$ cat src/hdl/stack_engine_with_delete_filter_reverse_core_assert.svh
// Assertion helpers for the stack engine.
`ifndef STACK_ENGINE_WITH_DELETE_FILTER_REVERSE_CORE_ASSERT_SVH
`define STACK_ENGINE_WITH_DELETE_FILTER_REVERSE_CORE_ASSERT_SVH

// Same-cycle implication.
`define SEFR_ASSERT_IMP(lbl, clk, rst, ante, cons, msg) \
   lbl: assert property (@(posedge clk) disable iff (rst) (ante) |-> (cons)) \
      else $error(msg);

// Next-cycle implication.
`define SEFR_ASSERT_NXT(lbl, clk, rst, ante, cons, msg) \
   lbl: assert property (@(posedge clk) disable iff (rst) (ante) |=> (cons)) \
      else $error(msg);

`endif

$ cat src/hdl/sefr_pkg.sv
package sefr_pkg;

   localparam int WORD_W     = 32;
   localparam int COUNT_W    = 5;
   localparam int RSP_DATA_W = 40;

   typedef enum logic [2:0] {
      REQ_PUSH      = 3'd0,
      REQ_POP       = 3'd1,
      REQ_DELETE    = 3'd2,
      REQ_DROP_EVEN = 3'd3,
      REQ_REVERSE   = 3'd4,
      REQ_CLEAR     = 3'd5
   } req_code_type;

   typedef enum logic [1:0] {
      ST_OK        = 2'd0,
      ST_EMPTY     = 2'd1,
      ST_NOT_FOUND = 2'd2,
      ST_FULL      = 2'd3
   } rsp_status_type;

   // datapath micro-operations
   typedef enum logic [4:0] {
      UOP_NONE, UOP_LOAD, UOP_PUSH_FULL, UOP_PUSH, UOP_POP_EMPTY, UOP_POP_RD,
      UOP_POP_TAKE, UOP_DEL_INIT, UOP_DEL_RD, UOP_IDX_DEC, UOP_SH_RD, UOP_SH_WR,
      UOP_DEL_DONE, UOP_DE_INIT, UOP_DE_RD, UOP_DE_EVAL, UOP_DE_DONE, UOP_RV_INIT,
      UOP_RV_RDA, UOP_RV_RDB, UOP_RV_WRA, UOP_RV_WRB, UOP_CLEAR, UOP_EMIT
   } uop_type;

   typedef struct packed {
      uop_type uop;
   } dp_cmd_type;

   typedef struct packed {
      req_code_type op;
      logic         empty;
      logic         full;
      logic         fill_le1;
      logic         match;
      logic         idx_one;
      logic         sh_more;
      logic         scan_done;
      logic         lo_lt_hi;
      logic         out_free;
   } dp_sts_type;

   typedef enum logic [14:0] {
      S_IDLE     = 15'h0001,
      S_DECODE   = 15'h0002,
      S_POP_WAIT = 15'h0004,
      S_DEL_RD   = 15'h0008,
      S_DEL_CMP  = 15'h0010,
      S_SH_CHK   = 15'h0020,
      S_SH_WR    = 15'h0040,
      S_DE_CHK   = 15'h0080,
      S_DE_EVAL  = 15'h0100,
      S_RV_CHK   = 15'h0200,
      S_RV_RDA   = 15'h0400,
      S_RV_RDB   = 15'h0800,
      S_RV_WRA   = 15'h1000,
      S_RV_WRB   = 15'h2000,
      S_FINISH   = 15'h4000
   } ctrl_state_type;

endpackage

$ cat src/hdl/sefr_ctrl.sv
module sefr_ctrl
   import sefr_pkg::*;
(
   input  logic       clock,
   input  logic       reset,
   input  logic       req_tvalid,
   output logic       req_tready,
   input  dp_sts_type sts,
   output dp_cmd_type cmd
);

   ctrl_state_type state_ff, state_in;

   always_ff @(posedge clock) begin
      if (reset) begin
         state_ff <= S_IDLE;
      end else begin
         state_ff <= state_in;
      end
   end

   always_comb begin
      state_in   = state_ff;
      cmd.uop    = UOP_NONE;
      req_tready = 1'b0;
      case (state_ff)
         S_IDLE: begin
            req_tready = 1'b1;
            if (req_tvalid) begin
               cmd.uop  = UOP_LOAD;
               state_in = S_DECODE;
            end
         end
         S_DECODE: begin
            state_in = S_FINISH;
            case (sts.op)
               REQ_PUSH: begin
                  cmd.uop = sts.full ? UOP_PUSH_FULL : UOP_PUSH;
               end
               REQ_POP: begin
                  if (sts.empty) begin
                     cmd.uop = UOP_POP_EMPTY;
                  end else begin
                     cmd.uop  = UOP_POP_RD;
                     state_in = S_POP_WAIT;
                  end
               end
               REQ_DELETE: begin
                  cmd.uop = UOP_DEL_INIT;
                  if (!sts.empty) state_in = S_DEL_RD;
               end
               REQ_DROP_EVEN: begin
                  cmd.uop  = UOP_DE_INIT;
                  state_in = S_DE_CHK;
               end
               REQ_REVERSE: begin
                  if (!sts.fill_le1) begin
                     cmd.uop  = UOP_RV_INIT;
                     state_in = S_RV_CHK;
                  end
               end
               REQ_CLEAR: begin
                  cmd.uop = UOP_CLEAR;
               end
               default: begin
                  cmd.uop = UOP_NONE;
               end
            endcase
         end
         S_POP_WAIT: begin
            cmd.uop  = UOP_POP_TAKE;
            state_in = S_FINISH;
         end
         S_DEL_RD: begin
            cmd.uop  = UOP_DEL_RD;
            state_in = S_DEL_CMP;
         end
         S_DEL_CMP: begin
            if (sts.match) begin
               cmd.uop  = UOP_IDX_DEC;
               state_in = S_SH_CHK;
            end else if (sts.idx_one) begin
               state_in = S_FINISH;
            end else begin
               cmd.uop  = UOP_IDX_DEC;
               state_in = S_DEL_RD;
            end
         end
         S_SH_CHK: begin
            if (sts.sh_more) begin
               cmd.uop  = UOP_SH_RD;
               state_in = S_SH_WR;
            end else begin
               cmd.uop  = UOP_DEL_DONE;
               state_in = S_FINISH;
            end
         end
         S_SH_WR: begin
            cmd.uop  = UOP_SH_WR;
            state_in = S_SH_CHK;
         end
         S_DE_CHK: begin
            if (sts.scan_done) begin
               cmd.uop  = UOP_DE_DONE;
               state_in = S_FINISH;
            end else begin
               cmd.uop  = UOP_DE_RD;
               state_in = S_DE_EVAL;
            end
         end
         S_DE_EVAL: begin
            cmd.uop  = UOP_DE_EVAL;
            state_in = S_DE_CHK;
         end
         S_RV_CHK: begin
            if (sts.lo_lt_hi) begin
               cmd.uop  = UOP_RV_RDA;
               state_in = S_RV_RDB;
            end else begin
               state_in = S_FINISH;
            end
         end
         S_RV_RDB: begin
            cmd.uop  = UOP_RV_RDB;
            state_in = S_RV_WRA;
         end
         S_RV_WRA: begin
            cmd.uop  = UOP_RV_WRA;
            state_in = S_RV_WRB;
         end
         S_RV_WRB: begin
            cmd.uop  = UOP_RV_WRB;
            state_in = S_RV_CHK;
         end
         S_FINISH: begin
            if (sts.out_free) begin
               cmd.uop  = UOP_EMIT;
               state_in = S_IDLE;
            end
         end
         default: begin
            state_in = S_IDLE;
         end
      endcase
   end

endmodule

$ cat src/hdl/sefr_dp.sv
module sefr_dp
   import sefr_pkg::*;
#(
   parameter int DEPTH = 16
) (
   input  logic                  clock,
   input  logic                  reset,
   input  logic [2:0]            req_tuser,
   input  logic [WORD_W-1:0]     req_tdata,
   output logic                  rsp_tvalid,
   input  logic                  rsp_tready,
   output logic [1:0]            rsp_tuser,
   output logic [RSP_DATA_W-1:0] rsp_tdata,
   input  dp_cmd_type            cmd,
   output dp_sts_type            sts
);

   localparam int CW = $clog2(DEPTH + 1);
   localparam int AW = $clog2(DEPTH);

   logic [WORD_W-1:0] mem_ff [DEPTH];
   logic [WORD_W-1:0] rd_data_ff;
   logic [AW-1:0]     rd_addr, wr_addr;
   logic [WORD_W-1:0] wr_data;
   logic              wr_en;

   req_code_type      op_ff, op_in;
   logic [WORD_W-1:0] val_ff, val_in;
   logic [WORD_W-1:0] tmp_ff, tmp_in;
   logic [CW-1:0]     fill_ff, fill_in;
   logic [CW-1:0]     idx_ff, idx_in;
   logic [CW-1:0]     lo_ff, lo_in;
   logic [CW-1:0]     hi_ff, hi_in;
   rsp_status_type    res_status_ff, res_status_in;
   logic [WORD_W-1:0] res_popped_ff, res_popped_in;

   logic              rsp_valid_ff, rsp_valid_in;
   rsp_status_type    rsp_status_ff, rsp_status_in;
   logic [WORD_W-1:0] rsp_popped_ff, rsp_popped_in;
   logic [COUNT_W-1:0] rsp_count_ff, rsp_count_in;

   logic [CW-1:0]     idx_m1, idx_p1, fill_m1;
   logic [CW:0]       idx_p1_wide;

   assign idx_m1      = idx_ff - 1'b1;
   assign idx_p1      = idx_ff + 1'b1;
   assign fill_m1     = fill_ff - 1'b1;
   assign idx_p1_wide = {1'b0, idx_ff} + 1'b1;

   always_comb begin
      sts.op        = op_ff;
      sts.empty     = (fill_ff == '0);
      sts.full      = (fill_ff == CW'(DEPTH));
      sts.fill_le1  = (fill_ff <= CW'(1));
      sts.match     = (rd_data_ff == val_ff);
      sts.idx_one   = (idx_ff == CW'(1));
      sts.sh_more   = (idx_p1_wide < {1'b0, fill_ff});
      sts.scan_done = (idx_ff == fill_ff);
      sts.lo_lt_hi  = (lo_ff < hi_ff);
      sts.out_free  = !rsp_valid_ff || rsp_tready;
   end

   // memory port control
   always_comb begin
      rd_addr = idx_ff[AW-1:0];
      wr_addr = fill_ff[AW-1:0];
      wr_data = val_ff;
      wr_en   = 1'b0;
      case (cmd.uop)
         UOP_PUSH: begin
            wr_en = 1'b1;
         end
         UOP_POP_RD: rd_addr = fill_m1[AW-1:0];
         UOP_DEL_RD: rd_addr = idx_m1[AW-1:0];
         UOP_SH_RD:  rd_addr = idx_p1[AW-1:0];
         UOP_SH_WR: begin
            wr_en   = 1'b1;
            wr_addr = idx_ff[AW-1:0];
            wr_data = rd_data_ff;
         end
         UOP_DE_RD:  rd_addr = idx_ff[AW-1:0];
         UOP_DE_EVAL: begin
            wr_en   = rd_data_ff[0];
            wr_addr = lo_ff[AW-1:0];
            wr_data = rd_data_ff;
         end
         UOP_RV_RDA: rd_addr = lo_ff[AW-1:0];
         UOP_RV_RDB: rd_addr = hi_ff[AW-1:0];
         UOP_RV_WRA: begin
            wr_en   = 1'b1;
            wr_addr = lo_ff[AW-1:0];
            wr_data = rd_data_ff;
         end
         UOP_RV_WRB: begin
            wr_en   = 1'b1;
            wr_addr = hi_ff[AW-1:0];
            wr_data = tmp_ff;
         end
         default: begin
            wr_en = 1'b0;
         end
      endcase
   end

   always_ff @(posedge clock) begin
      if (wr_en) mem_ff[wr_addr] <= wr_data;
      rd_data_ff <= mem_ff[rd_addr];
   end

   always_comb begin
      op_in         = op_ff;
      val_in        = val_ff;
      tmp_in        = tmp_ff;
      fill_in       = fill_ff;
      idx_in        = idx_ff;
      lo_in         = lo_ff;
      hi_in         = hi_ff;
      res_status_in = res_status_ff;
      res_popped_in = res_popped_ff;
      rsp_status_in = rsp_status_ff;
      rsp_popped_in = rsp_popped_ff;
      rsp_count_in  = rsp_count_ff;
      rsp_valid_in  = rsp_valid_ff && !rsp_tready;
      case (cmd.uop)
         UOP_LOAD: begin
            op_in         = req_code_type'(req_tuser);
            val_in        = req_tdata;
            res_status_in = ST_OK;
            res_popped_in = '0;
         end
         UOP_PUSH_FULL: res_status_in = ST_FULL;
         UOP_PUSH:      fill_in = fill_ff + 1'b1;
         UOP_POP_EMPTY: res_status_in = ST_EMPTY;
         UOP_POP_RD:    fill_in = fill_m1;
         UOP_POP_TAKE:  res_popped_in = rd_data_ff;
         UOP_DEL_INIT: begin
            res_status_in = ST_NOT_FOUND;
            idx_in        = fill_ff;
         end
         UOP_IDX_DEC:   idx_in = idx_m1;
         UOP_SH_WR:     idx_in = idx_p1;
         UOP_DEL_DONE: begin
            fill_in       = fill_m1;
            res_status_in = ST_OK;
         end
         UOP_DE_INIT: begin
            idx_in = '0;
            lo_in  = '0;
         end
         UOP_DE_EVAL: begin
            idx_in = idx_p1;
            if (rd_data_ff[0]) lo_in = lo_ff + 1'b1;
         end
         UOP_DE_DONE:   fill_in = lo_ff;
         UOP_RV_INIT: begin
            lo_in = '0;
            hi_in = fill_m1;
         end
         UOP_RV_RDB:    tmp_in = rd_data_ff;
         UOP_RV_WRB: begin
            lo_in = lo_ff + 1'b1;
            hi_in = hi_ff - 1'b1;
         end
         UOP_CLEAR:     fill_in = '0;
         UOP_EMIT: begin
            rsp_valid_in  = 1'b1;
            rsp_status_in = res_status_ff;
            rsp_popped_in = res_popped_ff;
            rsp_count_in  = COUNT_W'(fill_ff);
         end
         default: begin
            op_in = op_ff;
         end
      endcase
   end

   always_ff @(posedge clock) begin
      if (reset) begin
         fill_ff      <= '0;
         rsp_valid_ff <= 1'b0;
      end else begin
         fill_ff      <= fill_in;
         rsp_valid_ff <= rsp_valid_in;
      end
   end

   always_ff @(posedge clock) begin
      op_ff         <= op_in;
      val_ff        <= val_in;
      tmp_ff        <= tmp_in;
      idx_ff        <= idx_in;
      lo_ff         <= lo_in;
      hi_ff         <= hi_in;
      res_status_ff <= res_status_in;
      res_popped_ff <= res_popped_in;
      rsp_status_ff <= rsp_status_in;
      rsp_popped_ff <= rsp_popped_in;
      rsp_count_ff  <= rsp_count_in;
   end

   assign rsp_tvalid = rsp_valid_ff;
   assign rsp_tuser  = rsp_status_ff;
   assign rsp_tdata  = {3'b000, rsp_count_ff, rsp_popped_ff};

endmodule

$ cat src/hdl/stack_engine_with_delete_filter_reverse_core.sv
// Bounded LIFO stack engine of 32-bit words.
// Request channel (req_*): tuser carries the request code (push, pop, delete
// value, drop even entries, reverse, clear), tdata the operand value.
// Response channel (rsp_*): one item per request; tuser carries the status
// (ok, empty, not found, full), tdata the popped value and the entry count.
// Items are handled one at a time by a controller FSM driving a datapath
// with a single-port-write, registered-read word memory of DEPTH entries.
// Delete scans entries from the top and, on a hit, shifts the entries above
// it down; drop even scans every entry held; reverse swaps pairs from the
// ends inward. Each memory read or write is its own FSM step (one write
// port, registered read). The next request is taken the cycle after the
// response is loaded.
// The response sits in an output register; a new request is taken while an
// earlier response waits. If the receiver stalls, the finished result of the
// next request holds inside (req_tready low) until the register frees up.
// Reset clears the entry count and the response valid flag; the memory is
// not touched (only entries below the count are ever read).
`include "stack_engine_with_delete_filter_reverse_core_assert.svh"

module stack_engine_with_delete_filter_reverse_core
   import sefr_pkg::*;
#(
   parameter int DEPTH = 16
) (
   input  logic                  clock,
   input  logic                  reset,
   input  logic                  req_tvalid,
   output logic                  req_tready,
   input  logic [2:0]            req_tuser,  // [2:0] req_type
   input  logic [WORD_W-1:0]     req_tdata,  // [31:0] operand_value
   output logic                  rsp_tvalid,
   input  logic                  rsp_tready,
   output logic [1:0]            rsp_tuser,  // [1:0] status
   output logic [RSP_DATA_W-1:0] rsp_tdata   // [31:0] popped_value, [36:32] entry_count
);

   dp_cmd_type cmd;
   dp_sts_type sts;

   // sequencer: one request at a time
   sefr_ctrl u_ctrl (
      .clock      (clock),
      .reset      (reset),
      .req_tvalid (req_tvalid),
      .req_tready (req_tready),
      .sts        (sts),
      .cmd        (cmd)
   );

   // memory, pointers, result and output registers
   sefr_dp #(
      .DEPTH (DEPTH)
   ) u_dp (
      .clock      (clock),
      .reset      (reset),
      .req_tuser  (req_tuser),
      .req_tdata  (req_tdata),
      .rsp_tvalid (rsp_tvalid),
      .rsp_tready (rsp_tready),
      .rsp_tuser  (rsp_tuser),
      .rsp_tdata  (rsp_tdata),
      .cmd        (cmd),
      .sts        (sts)
   );

   // one request in flight: no accept right after an accept
   `SEFR_ASSERT_NXT(a_one_in_flight, clock, reset, req_tvalid && req_tready,
                    !req_tready, "request taken while busy")
   // a push that writes memory never happens on a full stack
   `SEFR_ASSERT_IMP(a_push_room, clock, reset, cmd.uop == UOP_PUSH,
                    !sts.full, "push into full stack")
   // a pop read never happens on an empty stack
   `SEFR_ASSERT_IMP(a_pop_data, clock, reset, cmd.uop == UOP_POP_RD,
                    !sts.empty, "pop from empty stack")
   // a result is only loaded when the output register is free
   `SEFR_ASSERT_IMP(a_emit_free, clock, reset, cmd.uop == UOP_EMIT,
                    sts.out_free, "response overwritten")

endmodule
$ cat config.mk
export PLATFORM = sky130hd
export DESIGN_NAME = stack_engine_with_delete_filter_reverse_core
export DESIGN_NICKNAME = d
export VERILOG_FILES = /design/src/hdl/sefr_pkg.sv /design/src/hdl/sefr_ctrl.sv /design/src/hdl/sefr_dp.sv /design/src/hdl/stack_engine_with_delete_filter_reverse_core.sv
export VERILOG_INCLUDE_DIRS = /design/src /design/src/hdl
export SDC_FILE = /design/constraint.sdc
export NUM_CORES = 1
export LEC_CHECK = 0
export BUFFER_PORTS_ARGS = -buffer_cell sky130_fd_sc_hd__buf_4
export CAP_MARGIN = 20
export CORE_MARGIN = 2
export CORE_UTILIZATION = 56
export DETAILED_ROUTE_END_ITERATION = 6
export GPL_TIMING_DRIVEN = 0
export PLACE_DENSITY = 0.79
export SLEW_MARGIN = 30
export SYNTH_ARGS = -nofsm -noshare
export SYNTH_HDL_FRONTEND = slang
export SYNTH_SLANG_ARGS = --single-unit
$ cat constraint.sdc
create_clock -name clock -period 5.7 [get_ports clock]
set_clock_uncertainty 0.2 [all_clocks]
set_input_delay 0.285 -clock clock [delete_from_list [all_inputs] [get_ports clock]]
set_output_delay 0.285 -clock clock [all_outputs]
set_load 0.05 [all_outputs]
==> results.ini <==
[outcome]
outcome = finished, final reports clean

[routing]
ant_nets = 0
first_pass_iters = 7
vias_per_cell = 6.48
drt_iter0_drc = 2551
route.vias.total = 18300
drc = 0
wire_per_inst_um = 28.8
drt-total-wl_um = 81300

[critical_path]
r2r_setup_slack_ns = 0.15
path_max_fanout = 10
cp.depth = 16
endpoint = u_dp.rd_data_ff[21]
worstSetupPathType = flop to flop
startpoint = u_dp.idx_ff[2]
worstSetupEndpointType = flop
cp_slowest_cell = or4_1
worstPathArrival_ns = 5.82
rr_startpoint = u_dp.idx_ff[2]
crit_family = simple AND/OR/NAND/NOR gates
path_buf_inv = 3
r2r_end = u_dp.rd_data_ff[21]
worst_setup_path_start_kind = flop
ff2ff_path_depth = 16
required_ns = 5.97
max_stage_delay_ns = 0.61
cp_cell_sequence = buf_2 -> nand3_1 -> xnor2_1 -> ha_1 -> o211ai_1 -> a21oi_2 -> nor4_2 -> or4_4 -> or4_4 -> o211a_1 -> buf_6 -> nor2b_1 -> a21oi_2 -> buf_2 -> o22ai_1 -> or4_1

[synth]
yosys-top-cells-area = edfxtp_1, mux2i_1, dfxtp_1, o22ai_1, nand2_1
synth.largest_area_cell = edfxtp_1
ys_ff_latch = 719
synth_common_cells = edfxtp_1, mux2i_1, o22ai_1
synth_top_area_share_pct = 68.8
synth-async-reset-ratio_pct = 0
synth_area_per_cell_um2 = 15.8
yosys_warnings = 0
synth_cell_types = 79
synth_area_um2 = 29100
seq_area_frac_synth_pct = 72.4
synth_top_flop_cell = edfxtp_1
netlist_instances = 1845
synth_enable_flop_cells = 667
post-synth-top-count-cell = edfxtp_1

[clocking]
cts_buffers = 73
cts_max_level = 3
cts_sinks = 719
root_buffer = clkbuf_16
clockBufferDepth = 3
clock_latency_ns = 0.62
clk_transition_reported_paths_ns = 0.06
cts_tree = done

[floorplan]
die_area_um2 = 53800
start_util_pct = 56.7
core_um2 = 51300
fp.dieW_um = 232
io_pins = 83
fp.dieH_um = 232
rows = 83

[pwr]
power_frac_comb_pct = 6.4
switchingPower_mw = 2.54
p_clk_share_pct = 42.3
power.internal_mw = 9.02
irDropWorstVdd_uv = 299
p_per_area_nw_per_um2 = 334
p_leak_nw = 12.9
sequentialPowerShare_pct = 51.3
p_sw_share_pct = 21.9
total_power_mw = 11.6

[placed_design]
dp_hpwl_um = 54300
place_congestion = 0.916
io_buffers = 78
dp_cells = 2646

[timing]
slew_headroom_pct = 30.8
finalCritPeriodShare_pct = 97.4
tightest_slew_ns = 1.04
fin_crit_ns = 5.55
maxSlewViolCount = 0
max_freq_ghz = 0.180
setup_tns_ns = 0
hold_viol = 0
setup_viol = 0
whs_ns = 0.185

[finish]
layout.nets = 2144
fin_cells = 2824
syn_to_final_growth_pct = 18.7
fin_util_pct = 67.4
drive_gt1_share_pct = 16.9

[global_routing]
track_usage_pct = 30.3
grt_max_degree = 38
first_global_vias = 18300
gr-total-overflow = 0
grt_pass1_wl_um = 117000
antenna_found_initial = 1

[hold_path]
hold_class = input pin to flop

[flow_run]
drv_cap = 0

[cell type report]
cell class,count,area [µm²]
Multi-Input combinational cell,1011,7650
Antenna cell,1,2.50
Timing Repair Buffer,166,1930
Sequential cell,719,21100
Tap cell,680,851
Clock inverter,36,408
Fill cell,3323,16700
Inverter,19,85.1
Buffer,97,536
Clock buffer,95,2030
[power groups by stage]
stage	Combinational (mW)	Clock, mW	Sequential (mW)
floorplan	0.464	0	6.00
global placement	0.663	0	6.04
detailed placement	0.694	0	6.04
CTS	0.728	4.92	5.92
global route	0.776	5.11	5.93
finish	0.743	4.89	5.93
[per-layer routing]
layer | vias up | global-route usage [%] | wire length (µm)
li1 | 7737 | - | -
met1 | 8980 | 38.7 | 29400
met2 | 1295 | 47.8 | 38000
met3 | 292 | 7.65 | 9530
met4 | 0 | 16.7 | 4390
met5 | - | 0 | 0
[registers in the layout (all words and copies together) (netlist names)]
name                flops
u_dp.res_status_ff      2
u_dp.rsp_popped_ff     32
u_dp.rsp_tuser          2
u_dp.tmp_ff            32
u_dp.rd_data_ff        32
u_dp.lo_ff              5
u_dp.res_popped_ff     32
u_dp.rsp_count_ff       5
u_dp.val_ff            32
u_dp.idx_ff             5
u_dp.mem_ff           512
u_dp.hi_ff              5
u_dp.fill_ff            5
u_ctrl.state_ff        14
u_dp.rsp_tvalid         1
u_dp.op_ff              3
[worst register-to-register path: stages (launching register included)]
cell,delay [ns]
edfxtp_1,0.49
buf_2,0.31
nand3_1,0.13
xnor2_1,0.19
ha_1,0.32
o211ai_1,0.10
a21oi_2,0.28
nor4_2,0.15
or4_4,0.48
or4_4,0.55
o211a_1,0.28
buf_6,0.16
nor2b_1,0.14
a21oi_2,0.43
buf_2,0.41
o22ai_1,0.18
or4_1,0.61
[cells in the final DEF, fill, tap and decap left out, drive strengths merged, types with 4 or more instances in the layout]
| cell | count |
|---|---|
| o211ai | 6 |
| clkinv | 20 |
| nand3b | 5 |
| nand2 | 112 |
| mux2i | 261 |
| or2 | 9 |
| inv | 23 |
| a311oi | 6 |
| nor3 | 22 |
| nand3 | 17 |
| and2 | 36 |
| a31oi | 5 |
| nor4b | 10 |
| and3 | 12 |
| nor2b | 14 |
| edfxtp | 667 |
| a21o | 6 |
| ha | 18 |
| nand4 | 22 |
| bufinv | 9 |
| a21boi | 4 |
| a22oi | 36 |
| o21ai | 11 |
| a21oi | 27 |
| clkbuf | 125 |
| dfxtp | 52 |
| xor2 | 11 |
| or4 | 41 |
| xnor2 | 46 |
| nand2b | 9 |
| nor2 | 64 |
| a211oi | 4 |
| nor4 | 15 |
| or3 | 4 |
| dlygate4sd3 | 39 |
| buf | 194 |
| o22ai | 129 |
[cells by family after synthesis]
kind of cell / after synthesis / share of synthesized area [%]
XOR/XNOR: 57 / 1.72
buffers and inverters: 117 / 2.02
multiplexers: 261 / 8.98
adder cells (fa/ha/maj): 19 / 0.808
AO/OA/AOI/OAI: 268 / 6.39
AND/OR/NAND/NOR: 403 / 7.68
flip-flops: 719 / 72.4
other: 1 / 0.0129
[worst min-delay path by stage]
stage	from	cells after the start	endpoint
after floorplan	req_tuser[0]	0	u_dp.op_ff[0]
after detailed placement	u_dp.res_popped_ff[18]	0	u_dp.rsp_popped_ff[18]
after global placement	u_dp.res_popped_ff[23]	0	u_dp.rsp_popped_ff[23]
after CTS	req_tdata[1]	2	u_dp.val_ff[1]
final	req_tdata[18]	2	u_dp.val_ff[18]
after global routing	req_tdata[0]	2	u_dp.val_ff[0]
[per-stage QoR]
step                area, µm²  worst slack [ns]
detailed placement      31600            -0.490
global placement        30600             -2.78
floorplan               29100             0.380
global route            34600          -0.00203
finish                  34600             0.148
CTS                     34500           0.00370
[what timing repair did]
action	CTS	global route
hold buffers	39	0
buffers inserted	3	5
setup endpoints to repair	85	495
resized for setup	11	7
pin swaps	2	1
endpoints found under the hold margin	49	0
Note: power is estimated with default switching activity, not from simulation.
